[src/rtl/stre_pkg.sv]
`default_nettype none
// ----------------------------------------------------------------------------
// stre_pkg
// Shared codes, constants and types of the servo telemetry read engine.
// ----------------------------------------------------------------------------
package stre_pkg;

    // Input command codes (value 3 is ignored)
    typedef enum logic [1:0] {
        CMD_START = 2'd0,
        CMD_BYTE  = 2'd1,
        CMD_TICK  = 2'd2
    } t_cmd;

    // Status response framing
    localparam int RSP_BYTES     = 14;
    localparam int DATA_FIRST    = 5;
    localparam int DATA_BYTES    = 8;
    localparam logic [7:0] HDR_BYTE = 8'hFF;

    // Read request fields
    localparam logic [7:0] REQ_LEN_FIELD = 8'h04;
    localparam logic [7:0] REQ_INSTR     = 8'h02;
    localparam logic [7:0] REQ_ADDR      = 8'h38;
    localparam logic [7:0] REQ_COUNT     = 8'h08;

    // Report conversion
    localparam logic [16:0] CENTER_STEPS  = 17'd2047;
    localparam logic [15:0] TIMEOUT_RESET = 16'd5000;
    localparam logic [15:0] TICKS_MAX     = 16'hFFFF;

    // Completion of a response, from the collector to the top level
    typedef struct packed {
        logic done;
        logic ok;
    } t_rx_event;

endpackage
`default_nettype wire

[src/rtl/stre_rx_collect.sv]
`default_nettype none
// ----------------------------------------------------------------------------
// stre_rx_collect
// Response collector: tracks the wait phase, stores response bytes, keeps a
// running header check and checksum, and counts ticks against the timeout.
// ----------------------------------------------------------------------------
module stre_rx_collect (
    input  wire logic                 i_clk,
    input  wire logic                 i_rst_n,
    input  wire logic                 i_accept,
    input  wire logic [1:0]           i_cmd,
    input  wire logic [7:0]           i_servo_id,
    input  wire logic [7:0]           i_rx_byte,
    input  wire logic [15:0]          i_timeout,
    output stre_pkg::t_rx_event       o_event,
    output logic [7:0][7:0]           o_data
);
    import stre_pkg::*;

    typedef enum logic [1:0] {
        PH_IDLE = 2'b01,
        PH_WAIT = 2'b10
    } t_phase;

    t_phase      r_phase, n_phase;
    logic [7:0]  r_exp_id, n_exp_id;
    logic [3:0]  r_idx, n_idx;
    logic [15:0] r_elapsed, n_elapsed;
    logic [7:0]  r_sum, n_sum;
    logic        r_hdr_ok, n_hdr_ok;
    logic [7:0]  r_store [RSP_BYTES];

    logic        store_we;
    logic [15:0] tick_next;

    // Next state and completion event
    always_comb begin
        n_phase   = r_phase;
        n_exp_id  = r_exp_id;
        n_idx     = r_idx;
        n_elapsed = r_elapsed;
        n_sum     = r_sum;
        n_hdr_ok  = r_hdr_ok;
        store_we  = 1'b0;
        o_event   = '0;
        tick_next = (r_elapsed == TICKS_MAX) ? r_elapsed : r_elapsed + 16'd1;

        if (i_accept) begin
            if (i_cmd == CMD_START) begin
                n_phase   = PH_WAIT;
                n_exp_id  = i_servo_id;
                n_idx     = '0;
                n_elapsed = '0;
                n_sum     = '0;
                n_hdr_ok  = 1'b1;
            end else if (r_phase == PH_WAIT && i_cmd == CMD_BYTE) begin
                store_we = 1'b1;
                n_idx    = r_idx + 4'd1;
                // header bytes and id
                if ((r_idx == 4'd0 || r_idx == 4'd1) && i_rx_byte != HDR_BYTE) begin
                    n_hdr_ok = 1'b0;
                end
                if (r_idx == 4'd2 && i_rx_byte != r_exp_id) begin
                    n_hdr_ok = 1'b0;
                end
                // checksum covers bytes 2 through the one before the last
                if (r_idx >= 4'd2 && r_idx <= 4'(RSP_BYTES - 2)) begin
                    n_sum = r_sum + i_rx_byte;
                end
                if (r_idx == 4'(RSP_BYTES - 1)) begin
                    o_event.done = 1'b1;
                    o_event.ok   = r_hdr_ok && (i_rx_byte == ~r_sum);
                    n_phase      = PH_IDLE;
                    n_idx        = '0;
                    n_elapsed    = '0;
                end
            end else if (r_phase == PH_WAIT && i_cmd == CMD_TICK) begin
                n_elapsed = tick_next;
                if (tick_next >= i_timeout) begin
                    o_event.done = 1'b1;
                    o_event.ok   = 1'b0;
                    n_phase      = PH_IDLE;
                    n_idx        = '0;
                    n_elapsed    = '0;
                end
            end
        end
    end

    // Control state
    always_ff @(posedge i_clk) begin
        if (!i_rst_n) begin
            r_phase   <= PH_IDLE;
            r_exp_id  <= '0;
            r_idx     <= '0;
            r_elapsed <= '0;
            r_sum     <= '0;
            r_hdr_ok  <= 1'b0;
        end else begin
            r_phase   <= n_phase;
            r_exp_id  <= n_exp_id;
            r_idx     <= n_idx;
            r_elapsed <= n_elapsed;
            r_sum     <= n_sum;
            r_hdr_ok  <= n_hdr_ok;
        end
    end

    // Response byte store
    always_ff @(posedge i_clk) begin
        if (store_we) begin
            r_store[r_idx] <= i_rx_byte;
        end
    end

    // Data bytes of the response, fixed taps
    always_comb begin
        for (int k = 0; k < DATA_BYTES; k++) begin
            o_data[k] = r_store[DATA_FIRST + k];
        end
    end

endmodule
`default_nettype wire

[src/rtl/servo_telemetry_read_engine_top.sv]
`default_nettype none
// ----------------------------------------------------------------------------
// servo_telemetry_read_engine_top
// Servo read request generator and status response decoder.
// ----------------------------------------------------------------------------
// A start item (tuser 0) makes the block send the 8-byte request
// FF FF id 04 02 38 08 chk on the master stream, one byte per beat, tlast on
// the checksum byte. Received bytes (tuser 1) and microsecond ticks (tuser 2)
// are then taken one per cycle unless the input stalls; after 14 bytes, or
// when the tick count reaches timeout_ticks, one report beat with tlast set
// comes out. Items that cause no result are likewise taken every cycle
// unless the input stalls. After a start is taken, the slave side is held
// while its request bytes leave, one per cycle while the downstream side
// takes them, through the single output register, which request bytes and
// reports share; the input stalls while that register is held by the
// downstream side. Config writes are taken every cycle.
// ----------------------------------------------------------------------------
module servo_telemetry_read_engine_top (
    input  wire logic        i_clk,
    input  wire logic        i_rst_n,
    // config: timeout_ticks
    input  wire logic        i_cfg_valid,
    output logic             o_cfg_ready,
    input  wire logic [15:0] i_cfg_data,
    // input items
    input  wire logic        i_s_tvalid,
    output logic             o_s_tready,
    input  wire logic [15:0] i_s_tdata,   // [7:0] servo_id, [15:8] rx_byte
    input  wire logic [1:0]  i_s_tuser,   // [1:0] cmd
    // result items
    output logic             o_m_tvalid,
    input  wire logic        i_m_tready,
    output logic [71:0]      o_m_tdata,   // [7:0] tx_byte, [8] report_ok,
                                          // [25:9] position_steps,
                                          // [41:26] speed_steps,
                                          // [52:42] load_value,
                                          // [60:53] voltage_tenths,
                                          // [68:61] temperature_c, [71:69] zero
    output logic             o_m_tuser,   // [0] kind
    output logic             o_m_tlast    // last
);
    import stre_pkg::*;

    // Request byte by position
    function automatic logic [7:0] req_byte(input logic [2:0] idx, input logic [7:0] id);
        logic [7:0] b;
        case (idx)
            3'd0, 3'd1: b = HDR_BYTE;
            3'd2:       b = id;
            3'd3:       b = REQ_LEN_FIELD;
            3'd4:       b = REQ_INSTR;
            3'd5:       b = REQ_ADDR;
            3'd6:       b = REQ_COUNT;
            default:    b = ~(id + REQ_LEN_FIELD + REQ_INSTR + REQ_ADDR + REQ_COUNT);
        endcase
        return b;
    endfunction

    // Report payload from the response data bytes
    function automatic logic [71:0] report_word(input logic ok, input logic [7:0][7:0] d);
        logic [16:0] pos;
        logic [15:0] spd_raw, spd;
        logic [15:0] ld_raw;
        logic [10:0] ld;
        logic [71:0] w;
        pos     = {1'b0, d[1], d[0]} - CENTER_STEPS;
        spd_raw = {d[3], d[2]};
        spd     = spd_raw[15] ? (16'd0 - {1'b0, spd_raw[14:0]}) : {1'b0, spd_raw[14:0]};
        ld_raw  = {d[5], d[4]};
        ld      = ld_raw[10] ? (11'd0 - {1'b0, ld_raw[9:0]}) : {1'b0, ld_raw[9:0]};
        w       = '0;
        if (ok) begin
            w[8]     = 1'b1;
            w[25:9]  = pos;
            w[41:26] = spd;
            w[52:42] = ld;
            w[60:53] = d[6];
            w[68:61] = d[7];
        end
        return w;
    endfunction

    logic [15:0]      r_timeout;
    logic             r_out_valid, n_out_valid;
    logic             r_out_kind, n_out_kind;
    logic             r_out_last, n_out_last;
    logic [71:0]      r_out_data, n_out_data;
    logic             r_req_busy, n_req_busy;
    logic [2:0]       r_req_idx, n_req_idx;
    logic [7:0]       r_req_id, n_req_id;

    logic             s_acc;
    logic             out_take;
    t_rx_event        rx_event;
    logic [7:0][7:0]  rx_data;

    assign o_cfg_ready = 1'b1;
    assign s_acc       = i_s_tvalid && o_s_tready;
    assign out_take    = r_out_valid && i_m_tready;
    assign o_s_tready  = !r_req_busy && (!r_out_valid || i_m_tready);

    // Response collector
    stre_rx_collect u_rx (
        .i_clk      (i_clk),
        .i_rst_n    (i_rst_n),
        .i_accept   (s_acc),
        .i_cmd      (i_s_tuser),
        .i_servo_id (i_s_tdata[7:0]),
        .i_rx_byte  (i_s_tdata[15:8]),
        .i_timeout  (r_timeout),
        .o_event    (rx_event),
        .o_data     (rx_data)
    );

    // Timeout register
    always_ff @(posedge i_clk) begin
        if (!i_rst_n) begin
            r_timeout <= TIMEOUT_RESET;
        end else if (i_cfg_valid && o_cfg_ready) begin
            r_timeout <= i_cfg_data;
        end
    end

    // Output register loading: request bytes first, then new items
    always_comb begin
        n_out_valid = r_out_valid;
        n_out_kind  = r_out_kind;
        n_out_last  = r_out_last;
        n_out_data  = r_out_data;
        n_req_busy  = r_req_busy;
        n_req_idx   = r_req_idx;
        n_req_id    = r_req_id;
        if (out_take) begin
            n_out_valid = 1'b0;
        end
        if (r_req_busy && out_take) begin
            n_out_valid = 1'b1;
            n_out_kind  = 1'b0;
            n_out_last  = (r_req_idx == 3'd7);
            n_out_data  = {64'd0, req_byte(r_req_idx, r_req_id)};
            n_req_idx   = r_req_idx + 3'd1;
            if (r_req_idx == 3'd7) begin
                n_req_busy = 1'b0;
            end
        end else if (s_acc && i_s_tuser == CMD_START) begin
            n_out_valid = 1'b1;
            n_out_kind  = 1'b0;
            n_out_last  = 1'b0;
            n_out_data  = {64'd0, req_byte(3'd0, i_s_tdata[7:0])};
            n_req_busy  = 1'b1;
            n_req_idx   = 3'd1;
            n_req_id    = i_s_tdata[7:0];
        end else if (s_acc && rx_event.done) begin
            n_out_valid = 1'b1;
            n_out_kind  = 1'b1;
            n_out_last  = 1'b1;
            n_out_data  = report_word(rx_event.ok, rx_data);
        end
    end

    // Control registers
    always_ff @(posedge i_clk) begin
        if (!i_rst_n) begin
            r_out_valid <= 1'b0;
            r_req_busy  <= 1'b0;
            r_req_idx   <= '0;
        end else begin
            r_out_valid <= n_out_valid;
            r_req_busy  <= n_req_busy;
            r_req_idx   <= n_req_idx;
        end
    end

    // Payload registers
    always_ff @(posedge i_clk) begin
        r_out_kind <= n_out_kind;
        r_out_last <= n_out_last;
        r_out_data <= n_out_data;
        r_req_id   <= n_req_id;
    end

    assign o_m_tvalid = r_out_valid;
    assign o_m_tuser  = r_out_kind;
    assign o_m_tlast  = r_out_last;
    assign o_m_tdata  = r_out_data;

    // Assertions
    a_start_header: assert property (@(posedge i_clk) disable iff (!i_rst_n)
        (s_acc && i_s_tuser == CMD_START) |=>
            (o_m_tvalid && !o_m_tuser && !o_m_tlast && o_m_tdata[7:0] == HDR_BYTE))
        else $error("start did not produce a request header byte");

    a_report_last: assert property (@(posedge i_clk) disable iff (!i_rst_n)
        (o_m_tvalid && o_m_tuser) |-> o_m_tlast)
        else $error("report without tlast");

    a_fail_zero: assert property (@(posedge i_clk) disable iff (!i_rst_n)
        (o_m_tvalid && o_m_tuser && !o_m_tdata[8]) |-> (o_m_tdata[71:9] == '0))
        else $error("failed report carries nonzero data");

    a_req_last_end: assert property (@(posedge i_clk) disable iff (!i_rst_n)
        (o_m_tvalid && !o_m_tuser && o_m_tlast) |-> !r_req_busy)
        else $error("request tlast while bytes still pending");

endmodule
`default_nettype wire

[config.mk]
export PLATFORM = sky130hd
export DESIGN_NAME = servo_telemetry_read_engine_top
export DESIGN_NICKNAME = d
export VERILOG_FILES = /design/src/rtl/stre_pkg.sv /design/src/rtl/stre_rx_collect.sv /design/src/rtl/servo_telemetry_read_engine_top.sv
export SDC_FILE = /design/constraint.sdc
export NUM_CORES = 1
export LEC_CHECK = 0
export BUFFER_PORTS_ARGS = -buffer_cell sky130_fd_sc_hd__buf_2
export CAP_MARGIN = 20
export CORE_MARGIN = 5
export CORE_UTILIZATION = 55
export DETAILED_ROUTE_END_ITERATION = 12
export PLACE_DENSITY = 0.85
export SYNTH_ARGS = -nofsm -noshare
export SYNTH_HDL_FRONTEND = slang
export SYNTH_SLANG_ARGS = --single-unit
[constraint.sdc]
create_clock -name i_clk -period 11.4 [get_ports i_clk]
set_input_delay 1.71 -clock i_clk [delete_from_list [all_inputs] [get_ports i_clk]]
set_output_delay 1.71 -clock i_clk [all_outputs]
set_load 0.05 [all_outputs]
* Word level (Yosys, flattened, before mapping) *
Memories as Yosys holds them, arrays and structs flattened.
Index checks and enable logic that the tools add are counted.

cells by class
  $add $sub $neg = 11
  multipliers = 0
  div/mod/pow operators = 0
  magnitude comparators = 3
  eq/ne operators = 19
  shifts and indexed selects = 0
  multiplexer cells = 53
  bitwise operators = 3
  reduce and logical (&&, ||, !) cells = 37

operators by type and width
  operator                                                               count
  16-bit 2-to-1 mux                                                      7
  61-bit 2-to-1 mux                                                      1
  8-bit 2-to-1 mux                                                       6
  8-bit case mux with 6 select lines                                     1
  2-bit 2-to-1 mux                                                       11
  4-bit 2-to-1 mux                                                       5
  1-bit 2-to-1 mux                                                       19
  16-bit by 11-bit subtractor with 17-bit output, second input constant  1
  16-bit by 1-bit adder with 16-bit output, second input constant        1
  16-bit equality test, second input constant                            1
  16-bit >= comparator                                                   1
  8-bit NOT                                                              2
  1-bit by 15-bit subtractor with 16-bit output, first input constant    1
  3-bit equality test, second input constant                             4
  1-bit logical AND                                                      12
  3-bit AND reduction                                                    4
  3-bit nonzero test                                                     4
  11-bit 2-to-1 mux                                                      1
  1-bit by 10-bit subtractor with 11-bit output, first input constant    1
  8-bit by 2-bit adder with 8-bit output, second input constant          1
  8-bit by 3-bit adder with 8-bit output, second input constant          1
  8-bit by 4-bit adder with 8-bit output, second input constant          1
  8-bit by 6-bit adder with 8-bit output, second input constant          1
  8-bit adder                                                            1
  other kinds (28)                                                       38

word-level totals
  register bits = 139
  latch bits = 0
  memory bits (writable) = 112
  memory bits (read-only) = 0
  input port bits = 39
  output and inout port bits = 77
  memories kept = 1

memory list
  name          depth  width  read ports  clocked after Yosys merged registers in  write ports  line                   RTL
  u_rx.r_store  14     8      8           0                                        1            stre_rx_collect.sv:31  logic [7:0] r_store [RSP_BYTES];

* Longest topological paths before layout *
  depth after elaboration = 12
  depth in mapped cells = 16
  depth with buffers taken out = 12

* Modules after synthesis *
From an unflattened synthesis, not the netlist that was laid out.

second synthesis, totals
  cells, all modules = 860
  area, all modules = 9200.1 um^2

modules (own cells, without submodules)
  module                           instances  cells each  area an instance (um^2)  seq. area each (um^2)
  stre_rx_collect                  1          436         4814.6                   2702.6
  servo_telemetry_read_engine_top  1          424         4385.5                   2172.1

* Worst setup path after synthesis *
Ideal clock, no wire load.

  path type = input to output
  start = in i_m_tready
  end = out o_s_tready
  arrival time = 2577 ps
  setup slack = 7113 ps
  cell stages on the path = 2
  buffers on the path = 0
  cells stage by stage = and2b_1 > nor2_1

between the ends
  cells in the longest elaborated chain, start to end = 2

ends and longest elaborated chain
  item               line                                    RTL
  from (decl)        servo_telemetry_read_engine_top.sv:32   input wire logic i_m_tready,
  1-bit logical OR   servo_telemetry_read_engine_top.sv:100  assign o_s_tready = !r_req_busy && (!r_out_valid || i_m_tready);
  1-bit logical AND  servo_telemetry_read_engine_top.sv:100
  to (decl)          servo_telemetry_read_engine_top.sv:27   output logic o_s_tready,

No other way between the ends.

* Final worst setup path *
  start = reg u_rx.r_elapsed[6]
  end = reg r_out_data[1], in the netlist o_m_tdata[1] (enable)

between the ends
  cells in the longest elaborated chain, start to end = 10

ends and longest elaborated chain
  item                                                                                     line                                    RTL
  from (decl)                                                                              stre_rx_collect.sv:28                   logic [15:0] r_elapsed, n_elapsed;
  from (signal assigned)                                                                   stre_rx_collect.sv:103                  r_elapsed <= n_elapsed;
  16-bit by 1-bit adder with 16-bit output / 16-bit equality test (equally long branches)  stre_rx_collect.sv:46                   tick_next = (r_elapsed == TICKS_MAX) ? r_elapsed : r_elapsed + 16'd1;
  16-bit 2-to-1 mux (*)                                                                    stre_rx_collect.sv:46
  16-bit >= comparator (*)                                                                 stre_rx_collect.sv:79                   if (tick_next >= i_timeout) begin
  2-bit 2-to-1 mux (*)                                                                     stre_rx_collect.sv:79
  2-bit 2-to-1 mux (*)                                                                     stre_rx_collect.sv:77                   end else if (r_phase == PH_WAIT && i_cmd == CMD_TICK) begin
  2-bit 2-to-1 mux (*)                                                                     stre_rx_collect.sv:56                   end else if (r_phase == PH_WAIT && i_cmd == CMD_BYTE) begin
  2-bit 2-to-1 mux (*)                                                                     stre_rx_collect.sv:49                   if (i_cmd == CMD_START) begin
  2-bit 2-to-1 mux (*)                                                                     stre_rx_collect.sv:48                   if (i_accept) begin
  1-bit logical AND (*)                                                                    servo_telemetry_read_engine_top.sv:153  end else if (s_acc && rx_event.done) begin
  3-bit nonzero test (no line) (*)                                                         --
  to (signal assigned)                                                                     servo_telemetry_read_engine_top.sv:178  r_out_data <= n_out_data;
  to (decl)                                                                                servo_telemetry_read_engine_top.sv:87   logic [71:0] r_out_data, n_out_data;

Mark *: on every way between the ends. The rest lies on a longest branch, timed or not.
A chain may end at the register's enable or synchronous reset.

==> out/summary.txt <==
status: complete, no violations
commonest non-fill, non-tap cell in the layout: dfxtp_1
storage element area: 4720 um^2
row cnt: 46
min-delay src: o_m_tdata[8]
global-route wire length before repair: 30,600 um
Clock Latency Late Sink: 0.43 ns
commonest cells after routing, fill and taps aside: dfxtp_1 (122), buf_2 (111), nand2_1 (77)
Combinational Power Share: 4.7%
critical path capture point type: flop
initial antenna violation count: 3
Int Pwr: 1080 uW
dpl hpwl: 13,400 um
Via density: 5.69
Global Route met2 Usage: 34.1%
Max-slew headroom: 32.2%
#FFs+latches synth: 198
Final Instance Area: 10,200 um^2
top post-synthesis cells by area: dfxtp_1 (27%), edfxtp_1 (26%), a22o_1 (5.3%)
max capacitance violation total: 0
fin crit share: 39.2%
Finished Core Util: 63.9%
CP max FO: 62
crit path from: u_rx.r_elapsed[6]
Initial Util: 56.3%
FFs w/ async S/R, synth: 0%
IR Drop Worst-Case VDD: 0.105 mV
vias in the first global route: 6,119
clock power share: 41.8%
Synth Area per Inst: 10.6 um^2
initial DRC count: 431
Port Buffers: 111
Synth area leader: dfxtp_1
Cell Pwr Density: 137 nW/um^2
largest net degree at the start of global routing: 63
DR vias: 6,651
Post-DRT Antenna Nets: 0
All-Layer GR Usage: 20.7%
total clock sinks: 198
area of the multi-input gates: 3890 um^2
fraction of layout cells with a size suffix above 1: 16.4%
Synth Flop Type: dfxtp_1
CTS root buffer: clkbuf_16
DRC errors left: 0
CTS max path bufs: 2
die height: 137 um
r2r startpoint: u_rx.r_elapsed[6]
Tightest Pin Transition: 1.01 ns
crit path launch type: flop
Crit Path Category: flop to flop
fill count: 1,247
Pleak: 0.00410 uW
minimum clock period: 4.47 ns
CTS tree: yes
setup repair bufs after CTS: 0
Yosys warnings: 0
Hold Path Class: flop to flop
Worst Hold Slack: 0.452 ns
routed length per instance: 16.4 um
Worst Skew: 0.00981 ns
number of distinct library cells after synthesis: 63
Top Ports: 116
total negative setup slack: 0 ns
Worst EP required: 11.51 ns
final-report hold violation count: 0
DR pass1 iterations: 5
fmax: 224 MHz
number of enable flip-flop cells after synthesis: 76
Slew Limit Fails: 0
Top Usage Layer GRT: met2
worst setup margin: 6.93 ns
# H-tree levels: 4
GRT overflow: 0
Flop pwr share: 53.6%
DP Worst Slack: 6.98 ns
post-synth top area share: 27.3%
sequential-to-total area share from yosys stat: 52.9%
drt total wl: 19,200 um
WP data arrival: 4.58 ns
post-CTS sizing: 0
RSZ-0062 raised after global routing: no
area growth from synthesis to layout: 13.6%
Worst-path clk slew: 0.07 ns
cts hold-fix bufs: 0
switching pwr: 313 uW
met3 Use GR: 5.70%
die area: 18,900 um^2
total core area: 15,900 um^2
Post-DP Area: 9580 um^2
sw frac: 22.5%
cells after synthesis: 844
Placer Congestion: 0.960
die width: 137 um
GR Util met1: 26.6%
Setup-failing EPs final: 0
Final nets: 1,012
area of the mapped netlist: 8940 um^2
Num CTS Buffers: 17
worst max-delay path, cell delays in order (launching register included):
cell and delay, ns:
dfxtp_1 0.48, and4_1 0.36, nand4_1 0.20, or3_1 0.55, nand3_1 0.19, xnor2_1 0.13, ha_1 0.26, a21o_1 0.16
a221o_1 0.31, a21oi_1 0.32, a31oi_4 0.17, nor2_4 0.11, buf_4 0.55, inv_1 0.36
worst paths after layout:
| path | cells past startpoint | slack (ns) | endpoint |
|---|---|---|---|
| worst min register to register | 1 | 0.45 | o_m_tdata[8] |
| worst min-delay path | 1 | 0.45 | o_m_tdata[8] |
| worst max-delay path | 13 | 6.93 | o_m_tdata[1] |
| worst max register to register | 13 | 6.93 | o_m_tdata[1] |
power groups by stage:
stage | Clock (uW) | Sequential (uW) | Combinational (uW)
final | 581 | 746 | 64.9
after global routing | 622 | 747 | 71.4
after CTS | 589 | 746 | 65.0
after detailed placement | 0 | 762 | 64.4
after global placement | 0 | 762 | 63.5
after floorplan | 0 | 765 | 38.7
flip-flops by register name, indices dropped and copies added (netlist names):
register / count
u_rx.r_phase: 2
u_rx.r_idx: 4
r_req_idx: 3
o_m_tdata: 69
o_m_tuser: 1
r_req_busy: 1
o_m_tlast: 1
u_rx.r_sum: 8
r_timeout: 16
u_rx.r_hdr_ok: 1
u_rx.r_elapsed: 16
o_m_tvalid: 1
r_req_id: 8
u_rx.r_exp_id: 8
u_rx.r_store: 59
cells in the mapped netlist, drive strengths merged, types with 9 or more instances:
master	number
dfxtp	122
nand2	77
edfxtp	76
nor2	65
a22o	54
a21oi	44
xnor2	43
ha	34
inv	32
o21ai	30
xor2	28
nand3	27
buf	20
clkbuf	20
nor3	17
mux2i	15
nand4	12
a31oi	11
o211ai	9
cell type report:
class                      instances  area share, %
clock buffer                      21           4.53
clock inverter                    11           1.11
tap                              216           2.66
antenna                            1         0.0246
sequential                       198           46.5
timing repair buffer             113           5.62
inverter                          32           1.18
multi-input combinational        576           38.3
routing by layer:
metal,vias up,share of wire (%)
li1,3258,-
met1,3101,43
met2,243,48
met3,45,6.7
met4,4,2.1
met5,-,0.094
cells by family after synthesis:
logic type / count (synthesis) / synth area share, %
muxes: 17 / 1.93
buffers and inverters: 72 / 3.79
other: 2 / 0.0840
DFF: 198 / 52.9
and+or+nand+nor: 261 / 14.6
adders and majority gates: 35 / 4.98
AOI/OAI and AO/OA: 188 / 14.8
xor gates and xnor gates: 71 / 6.96
through the flow:
| stage | total power, uW | std cells |
|---|---|---|
| after global placement | 825 | 1135 |
| after CTS | 1400 | 1167 |
| final | 1390 | 1168 |
| after detailed placement | 826 | 1135 |
| after global routing | 1440 | 1168 |
| after floorplan | 804 | 846 |
Note: power is estimated with default switching activity, not from simulation.
